**src/design/prle_pkg.sv**
```systemverilog
`timescale 1ns / 1ps
`default_nettype none
// Package for the pix run-length image decoder: transfer payload types,
// result codes, parser phase encoding and header constants. No dependencies.

package prle_pkg;

    // One input transfer: a file byte and the start-of-file flag
    typedef struct packed {
        logic [7:0] data_byte;
        logic       start_of_file;
    } in_t;

    // One result transfer
    typedef struct packed {
        logic [1:0]  kind;
        logic [15:0] width;
        logic [15:0] height;
        logic [2:0]  channels;
        logic [7:0]  run_length;
        logic [7:0]  red;
        logic [7:0]  green;
        logic [7:0]  blue;
        logic [7:0]  alpha_or_gray;
        logic        image_done;
        logic [1:0]  error_code;
    } out_t;

    // Result kinds
    localparam logic [1:0] KIND_HEADER = 2'd0;
    localparam logic [1:0] KIND_RUN    = 2'd1;
    localparam logic [1:0] KIND_ERROR  = 2'd2;

    // Error codes
    localparam logic [1:0] ERR_NONE      = 2'd0;
    localparam logic [1:0] ERR_BAD_DEPTH = 2'd1;
    localparam logic [1:0] ERR_OVERFLOW  = 2'd2;

    // Parser phase, one-hot
    typedef enum logic [2:0] {
        PH_HEADER = 3'b001,
        PH_RUNS   = 3'b010,
        PH_IDLE   = 3'b100
    } phase_t;

    // Header byte positions
    localparam logic [3:0] HDR_WIDTH_HI  = 4'd0;
    localparam logic [3:0] HDR_WIDTH_LO  = 4'd1;
    localparam logic [3:0] HDR_HEIGHT_HI = 4'd2;
    localparam logic [3:0] HDR_HEIGHT_LO = 4'd3;
    localparam logic [3:0] HDR_DEPTH_HI  = 4'd8;
    localparam logic [3:0] HDR_DEPTH_LO  = 4'd9;

    // Supported bit depths and their channel counts
    localparam logic [15:0] DEPTH_GRAY = 16'd8;
    localparam logic [15:0] DEPTH_RGB  = 16'd24;
    localparam logic [15:0] DEPTH_RGBA = 16'd32;

    localparam logic [2:0] CH_NONE = 3'd0;
    localparam logic [2:0] CH_GRAY = 3'd1;
    localparam logic [2:0] CH_RGB  = 3'd3;
    localparam logic [2:0] CH_RGBA = 3'd4;

    // Packet byte positions
    localparam logic [2:0] PKT_COUNT = 3'd0;
    localparam logic [2:0] PKT_BLUE  = 3'd1;
    localparam logic [2:0] PKT_GREEN = 3'd2;
    localparam logic [2:0] PKT_RED   = 3'd3;
    localparam logic [2:0] PKT_ALPHA = 3'd4;

endpackage

`default_nettype wire

```
**src/design/pix_run_length_image_decoder_unit.sv**
```systemverilog
`timescale 1ns / 1ps
`default_nettype none
// A finished result goes to the output register, or to the skid register while m_valid stalls.
// Throughput: one byte per cycle; s_ready drops only while two results wait downstream
// (output register and skid register both full).
// Reset: aresetn, synchronous active low; parser returns to header phase, result buffer empties.
// Depends on prle_pkg and prle_out_buf.

module pix_run_length_image_decoder_unit (
    input  logic           aclk,
    input  logic           aresetn,
    input  logic           s_valid,
    output logic           s_ready,
    input  prle_pkg::in_t  s_data,
    output logic           m_valid,
    input  logic           m_ready,
    output prle_pkg::out_t m_data
);
    import prle_pkg::*;

    // ---------------------------------------------------------------
    // Parser state
    // ---------------------------------------------------------------
    phase_t      phase_reg,     phase_next;
    logic [3:0]  hdr_idx_reg,   hdr_idx_next;
    logic [15:0] width_reg,     width_next;
    logic [15:0] height_reg,    height_next;
    logic [7:0]  depth_hi_reg,  depth_hi_next;
    logic [2:0]  chan_reg,      chan_next;
    logic [2:0]  pkt_idx_reg,   pkt_idx_next;
    logic [7:0]  count_reg,     count_next;
    logic [9:0]  run_bytes_reg, run_bytes_next;   // count * channels
    logic [7:0]  blue_reg,      blue_next;
    logic [7:0]  green_reg,     green_next;
    logic [7:0]  red_reg,       red_next;
    logic [33:0] total_reg,     total_next;       // width*height*channels
    logic [33:0] done_reg,      done_next;        // image bytes covered so far

    // width*height, refreshed every cycle; settled long before the depth bytes arrive
    logic [31:0] area_reg;

    // ---------------------------------------------------------------
    // Per-transfer decode
    // ---------------------------------------------------------------
    logic        in_fire;
    logic        restart;
    logic [7:0]  byte_in;
    phase_t      cur_phase;
    logic [3:0]  cur_idx;
    logic [2:0]  cur_pkt;
    logic [15:0] depth_word;
    logic [2:0]  chan_dec;
    logic [33:0] total_calc;
    logic        area_zero;
    logic [2:0]  pkt_last_idx;
    logic [9:0]  count_mult;
    logic [33:0] done_sum;
    logic        overflow;
    logic        fills;
    logic        res_valid;
    out_t        res;
    logic        buf_can_push;

    assign in_fire = s_valid && s_ready;
    assign s_ready = buf_can_push;
    assign restart = s_data.start_of_file;
    assign byte_in = s_data.data_byte;

    // A start flag makes this byte header byte 0 of a fresh file
    assign cur_phase = restart ? PH_HEADER : phase_reg;
    assign cur_idx   = restart ? HDR_WIDTH_HI : hdr_idx_reg;
    assign cur_pkt   = restart ? PKT_COUNT : pkt_idx_reg;

    assign depth_word = {depth_hi_reg, byte_in};
    assign area_zero  = (area_reg == 32'd0);

    always_comb begin
        case (depth_word)
            DEPTH_GRAY: chan_dec = CH_GRAY;
            DEPTH_RGB:  chan_dec = CH_RGB;
            DEPTH_RGBA: chan_dec = CH_RGBA;
            default:    chan_dec = CH_NONE;
        endcase
    end

    // area * channels: a single add at most
    always_comb begin
        case (chan_dec)
            CH_GRAY: total_calc = {2'b00, area_reg};
            CH_RGB:  total_calc = {2'b00, area_reg} + {1'b0, area_reg, 1'b0};
            CH_RGBA: total_calc = {area_reg, 2'b00};
            default: total_calc = 34'd0;
        endcase
    end

    // Packet length per channel count, and count byte scaled to image bytes
    always_comb begin
        case (chan_reg)
            CH_GRAY: begin
                pkt_last_idx = PKT_BLUE;
                count_mult   = {2'b00, byte_in};
            end
            CH_RGB: begin
                pkt_last_idx = PKT_RED;
                count_mult   = {2'b00, byte_in} + {1'b0, byte_in, 1'b0};
            end
            default: begin
                pkt_last_idx = PKT_ALPHA;
                count_mult   = {byte_in, 2'b00};
            end
        endcase
    end

    assign done_sum = done_reg + {24'd0, run_bytes_reg};
    assign overflow = (done_sum > total_reg);
    assign fills    = (done_sum == total_reg);

    // ---------------------------------------------------------------
    // Next state and result
    // ---------------------------------------------------------------
    always_comb begin
        phase_next     = cur_phase;
        hdr_idx_next   = cur_idx;
        width_next     = width_reg;
        height_next    = height_reg;
        depth_hi_next  = depth_hi_reg;
        chan_next      = restart ? CH_NONE : chan_reg;
        pkt_idx_next   = cur_pkt;
        count_next     = count_reg;
        run_bytes_next = run_bytes_reg;
        blue_next      = blue_reg;
        green_next     = green_reg;
        red_next       = red_reg;
        total_next     = total_reg;
        done_next      = done_reg;
        res_valid      = 1'b0;
        res            = '0;

        case (cur_phase)
            PH_HEADER: begin
                // big-endian fields; bytes 4..7 skipped
                case (cur_idx)
                    HDR_WIDTH_HI:  width_next    = {8'h00, byte_in};
                    HDR_WIDTH_LO:  width_next    = {width_reg[7:0], byte_in};
                    HDR_HEIGHT_HI: height_next   = {8'h00, byte_in};
                    HDR_HEIGHT_LO: height_next   = {height_reg[7:0], byte_in};
                    HDR_DEPTH_HI:  depth_hi_next = byte_in;
                    default:       ;
                endcase
                hdr_idx_next = cur_idx + 4'd1;

                if (cur_idx == HDR_DEPTH_LO) begin
                    res_valid  = 1'b1;
                    chan_next  = chan_dec;
                    res.width  = width_reg;
                    res.height = height_reg;
                    res.channels = chan_dec;
                    if (chan_dec == CH_NONE) begin
                        // unsupported depth: wait for the next start flag
                        phase_next     = PH_IDLE;
                        res.kind       = KIND_ERROR;
                        res.error_code = ERR_BAD_DEPTH;
                    end else begin
                        total_next     = total_calc;
                        done_next      = 34'd0;
                        pkt_idx_next   = PKT_COUNT;
                        // an empty image is complete at once
                        phase_next     = area_zero ? PH_IDLE : PH_RUNS;
                        res.kind       = KIND_HEADER;
                        res.image_done = area_zero;
                        res.error_code = ERR_NONE;
                    end
                end
            end

            PH_RUNS: begin
                case (cur_pkt)
                    PKT_COUNT: begin
                        count_next     = byte_in;
                        run_bytes_next = count_mult;
                    end
                    PKT_BLUE:  blue_next  = byte_in;
                    PKT_GREEN: green_next = byte_in;
                    PKT_RED:   red_next   = byte_in;
                    default:   ;
                endcase
                pkt_idx_next = cur_pkt + 3'd1;

                if (cur_pkt == pkt_last_idx) begin
                    pkt_idx_next = PKT_COUNT;
                    done_next    = done_sum;
                    res_valid    = 1'b1;
                    res.width    = width_reg;
                    res.height   = height_reg;
                    res.channels = chan_reg;
                    if (overflow) begin
                        phase_next     = PH_IDLE;
                        res.kind       = KIND_ERROR;
                        res.error_code = ERR_OVERFLOW;
                    end else begin
                        if (fills) begin
                            phase_next = PH_IDLE;
                        end
                        res.kind       = KIND_RUN;
                        res.run_length = count_reg;
                        res.image_done = fills;
                        res.error_code = ERR_NONE;
                        // last byte of the packet is taken straight from the input
                        case (chan_reg)
                            CH_GRAY: begin
                                res.alpha_or_gray = byte_in;
                            end
                            CH_RGB: begin
                                res.red   = byte_in;
                                res.green = green_reg;
                                res.blue  = blue_reg;
                            end
                            default: begin
                                res.red           = red_reg;
                                res.green         = green_reg;
                                res.blue          = blue_reg;
                                res.alpha_or_gray = byte_in;
                            end
                        endcase
                    end
                end
            end

            default: ;   // idle: bytes dropped until a start flag
        endcase
    end

    // ---------------------------------------------------------------
    // Registers
    // ---------------------------------------------------------------
    always_ff @(posedge aclk) begin
        if (!aresetn) begin
            phase_reg   <= PH_HEADER;
            hdr_idx_reg <= HDR_WIDTH_HI;
            pkt_idx_reg <= PKT_COUNT;
            chan_reg    <= CH_NONE;
        end else if (in_fire) begin
            phase_reg   <= phase_next;
            hdr_idx_reg <= hdr_idx_next;
            pkt_idx_reg <= pkt_idx_next;
            chan_reg    <= chan_next;
        end
    end

    // Datapath registers: all written before they are read after any restart
    always_ff @(posedge aclk) begin
        if (in_fire) begin
            width_reg     <= width_next;
            height_reg    <= height_next;
            depth_hi_reg  <= depth_hi_next;
            count_reg     <= count_next;
            run_bytes_reg <= run_bytes_next;
            blue_reg      <= blue_next;
            green_reg     <= green_next;
            red_reg       <= red_next;
            total_reg     <= total_next;
            done_reg      <= done_next;
        end
        area_reg <= width_reg * height_reg;
    end

    // ---------------------------------------------------------------
    // Result buffer
    // ---------------------------------------------------------------
    prle_out_buf u_out_buf (
        .aclk      (aclk),
        .aresetn   (aresetn),
        .push      (in_fire && res_valid),
        .push_data (res),
        .can_push  (buf_can_push),
        .m_valid   (m_valid),
        .m_ready   (m_ready),
        .m_data    (m_data)
    );

endmodule

`default_nettype wire

```
**src/design/prle_out_buf.sv**
```systemverilog
`timescale 1ns / 1ps
`default_nettype none
// Two-entry result buffer (output register plus skid register).
// Depends on prle_pkg for the result type.

module prle_out_buf (
    input  logic           aclk,
    input  logic           aresetn,
    input  logic           push,
    input  prle_pkg::out_t push_data,
    output logic           can_push,
    output logic           m_valid,
    input  logic           m_ready,
    output prle_pkg::out_t m_data
);
    import prle_pkg::*;

    logic out_valid_reg;
    logic skid_valid_reg;
    out_t out_data_reg;
    out_t skid_data_reg;
    logic pop;

    assign pop      = out_valid_reg && m_ready;
    assign can_push = !skid_valid_reg;
    assign m_valid  = out_valid_reg;
    assign m_data   = out_data_reg;

    // push only arrives while the skid entry is empty
    always_ff @(posedge aclk) begin
        if (!aresetn) begin
            out_valid_reg  <= 1'b0;
            skid_valid_reg <= 1'b0;
        end else if (skid_valid_reg) begin
            if (pop) begin
                out_valid_reg  <= 1'b1;
                skid_valid_reg <= 1'b0;
            end
        end else if (push) begin
            if (!out_valid_reg || pop) begin
                out_valid_reg <= 1'b1;
            end else begin
                skid_valid_reg <= 1'b1;
            end
        end else if (pop) begin
            out_valid_reg <= 1'b0;
        end
    end

    always_ff @(posedge aclk) begin
        if (skid_valid_reg) begin
            if (pop) begin
                out_data_reg <= skid_data_reg;
            end
        end else if (push) begin
            if (!out_valid_reg || pop) begin
                out_data_reg <= push_data;
            end else begin
                skid_data_reg <= push_data;
            end
        end
    end

endmodule

`default_nettype wire

```
**config.mk**
```make
export PLATFORM = sky130hd
export DESIGN_NAME = pix_run_length_image_decoder_unit
export DESIGN_NICKNAME = d
export VERILOG_FILES = /design/src/design/prle_pkg.sv /design/src/design/pix_run_length_image_decoder_unit.sv /design/src/design/prle_out_buf.sv
export SDC_FILE = /design/constraint.sdc
export NUM_CORES = 1
export LEC_CHECK = 0
export ABC_CLOCK_PERIOD_IN_PS = 29300
export BUFFER_PORTS_ARGS = -buffer_cell sky130_fd_sc_hd__buf_2
export CAP_MARGIN = 5
export CORE_ASPECT_RATIO = 0.6
export CORE_MARGIN = 2
export CORE_UTILIZATION = 55
export CTS_CLUSTER_SIZE = 25
export DETAILED_ROUTE_END_ITERATION = 8
export GPL_ROUTABILITY_DRIVEN = 0
export PLACE_DENSITY_LB_ADDON = 0.05
export SYNTH_ARGS = -nofsm -noshare
export SYNTH_HDL_FRONTEND = slang
export SYNTH_SLANG_ARGS = --single-unit
```
**constraint.sdc**
```tcl
create_clock -name aclk -period 29.3 [get_ports aclk]
set_input_delay 5.86 -clock aclk [delete_from_list [all_inputs] [get_ports aclk]]
set_output_delay 5.86 -clock aclk [all_outputs]
set_load 0.02 [all_outputs]
```
==> metrics <==
routing usage on met3=0.05026; grt met1 use=0.4051; Remaining DRCs=0; Hold Crit Depth=2; Combinational Power Share=0.639; detailed-route wire length=roughly 63000 µm; Synth async-reset ratio=0; Synth top area share=0.3525; crit path cell chain=buf_2 > clkinv_1 > nand2_1 > ha_1 > nand3_1 > nand2b_1 > nand2_1 > nand2_1 > nor3b_2 > buf_4; Tmin final=roughly 9500 ps; vias per cell=around 5.7; CTS Root Cell=clkbuf_16; global-route wire length before repair=about 100000 µm; clock sink count=357; Die H=between 150 and 200 µm; Ports=95; Hold Buf Count CTS=0; via count=approximately 18000; Yosys warnings=0; post-detail-place hpwl=approximately 44000 µm; worst r2r src=width_reg[7]$_DFFE_PP_; slowest library cell on the worst path=nand2_1; proportion of layout cells with a drive suffix above 1=0.08926; required time worst endpoint=between 20000 and 30000 ps; synthesized cell area=26410 µm²; Buffers on Ports=94; initial antenna violation count=2; Inserted Clock Buffers=36; delay-heaviest family, CP=simple AND/OR/NAND/NOR gates; max frequency=105.5 MHz; Die ar.=49840 µm²; P_sw=between 1000 and 1500 µW; most instantiated cells after synthesis=368 x inv_1, 310 x edfxtp_1, 262 x nand2_1; Area contributors post-synth=edfxtp_1 35%, fa_1 15%, ha_1 10%, inv_1 5.2%, and2_1 5.0%; CTS clk-pin slew, worst paths=around 60 ps; r2r setup slk=roughly 22000 ps; CP Class=input port to flip-flop; worst-skew pair later-pin latency=roughly 540 ps; top-count cell post-synth=inv_1; Worst setup SP type=input port; maximum VDD drop=0.1629 mV; Worst Skew=between 30 and 40 ps; Setup TNS Final=0 ps; Clock H-tree levels=2; Post-Synthesis Cells=between 2000 and 3000; Post-CTS Setup Bufs=0; layer with the highest usage=met1; WL per Instance=19.41 µm; core footprint=around 48000 µm²; DRT iter0 DRCs=approximately 1400; Worst Path Arrival=9640 ps; Crit Path Max Fanout=80; Critical Path Sink Type=flip-flop; Final Setup Violations=0; Yosys reg bits=roughly 360; crit-path max cell delay=840 ps; final worst-path cycle share=0.3236; HP Start=hdr_idx_reg[1]$_SDFFE_PN0P_; dominant synthesized flop cell=edfxtp_1; Worst R2R End=area_reg[31]$_DFF_P_; Final Hold Violating Endpoints=0; post-CTS sizing=0; Layout area overhead=8.410%; Hold Path Class=flip-flop to flip-flop; library cells used by synthesis=81; Seq pwr share=0.213; pwr dens=106.0 nW/µm²; largest net degree at the start of global routing=81; most used cell, CP=nand2_1; nets=about 3000; Max-Cap Viols=0; starting density of the core=0.5545; WHS Endpoint=hdr_idx_reg[1]$_SDFFE_PN0P_; WP buf/inv=3; GR met2 Demand/Resource=0.3633; clock power share=0.148; DP Worst Slack=just under 20000 ps; Die W=roughly 290 µm; P_leak=0.01219 µW; TritonRoute pass-1 iters=6; vias in the first global route=~18000; fin worst setup slack=just under 20000 ps; CTS tree=yes; antenna viol nets, final=0; outcome=finished clean; sequential share of the synthesized area=0.3881; post-synthesis area per instance=10.53 µm²; syn nets=roughly 2900; Overflow after GRT=0; row cnt=62; Sw Ratio=0.4495; RSZ-0062 raised after global routing=no; gr usage total=0.2549; reg2reg path depth=20; Max Slew Vio Count=0; slew margin rel.=0.2331; Clock Path Buffers=3; Worst Tran Pin Value=around 1100 ps; Int Pwr=around 1700 µW; Yosys top cell by area=edfxtp_1; Post-synth EDFFs=310
==> through the flow <==
step,std cells,hold WS (ps),area [µm²],power (µW),util
after floorplan,2509,450.2,26410,2134,-
after global placement,3163,474.7,27490,2553,0.5771
after detailed placement,3163,470.6,27490,2570,0.5771
after CTS,3228,478.2,28630,3038,0.6010
after global routing,3228,532.7,28630,3314,0.6010
final,3229,492.9,28630,3035,0.6011
==> routing by layer <==
metal	part of all wire	routed length (µm)
met1	0.49	30680
met2	0.42	26160
met3	0.079	4943
met4	0.014	891
met5	0	0
==> power by group through the flow <==
stage                     Combinational, µW  Sequential, µW  Clock, µW
after floorplan                        1510             627          0
after global placement                 1900             654          0
after detailed placement               1920             654          0
after CTS                              1940             643        458
after global routing                   2190             649        477
final                                  1940             646        449
==> layout make-up <==
| type | count | area [µm²] |
|---|---|---|
| timing repair buffer | 109 | 583.1 |
| tap | 640 | 800.8 |
| clock inverter | 16 | 146.4 |
| fill | 3950 | 19000 |
| sequential | 357 | 10250 |
| inverter | 369 | 1385 |
| clock buffer | 49 | 992.2 |
| multi-input combinational | 1688 | 14470 |
| antenna | 1 | 2.502 |
==> worst max-delay path by stage <==
| stage | slack, ps | to | from | depth (start not counted) |
|---|---|---|---|---|
| after floorplan | 15650 | u_out_buf.skid_data_reg[0]$_DFFE_PP_ | s_data[0] | 9 |
| after global placement | 19370 | u_out_buf.skid_data_reg[57]$_DFFE_PP_ | s_data[0] | 10 |
| after detailed placement | 19290 | u_out_buf.skid_data_reg[75]$_DFFE_PP_ | s_data[0] | 10 |
| after CTS | 19830 | u_out_buf.skid_data_reg[74]$_DFFE_PP_ | s_data[0] | 10 |
| after global routing | 19440 | u_out_buf.skid_data_reg[49]$_DFFE_PP_ | s_data[0] | 10 |
| final | 19820 | u_out_buf.skid_data_reg[55]$_DFFE_PP_ | s_data[0] | 10 |
==> tightest hold or removal path: stages, from the launching register on <==
cell and delay, ps:
dfxtp_1 330, nand2_1 60, a21oi_1 60
==> cell families (layout without fill, tap and decap cells) <==
family,count (synthesis),in the layout,share of synthesized area
adders and majority gates,417,417,0.2536
AOI/OAI and AO/OA,390,390,0.1010
xor gates and xnor gates,88,88,0.02918
other,0,1,0
buffers and inverters,464,543,0.06652
DFF,357,357,0.3881
muxes,45,45,0.01886
and+or+nand+nor,748,748,0.1428
==> layout by cell type, fill, tap and decap left out, types with 42 or more instances in the layout <==
master,Yosys,layout
a21o_1,42,42
fa_1,197,197
o21ai_0,88,88
edfxtp_1,310,310
dfxtp_1,47,46
buf_2,6,94
nor2_1,84,81
a21oi_1,81,81
inv_1,368,367
nand2_1,262,262
and2_1,211,211
nor3_1,51,51
ha_1,220,220
xnor2_1,52,52
(Power assumes the default switching activity.)
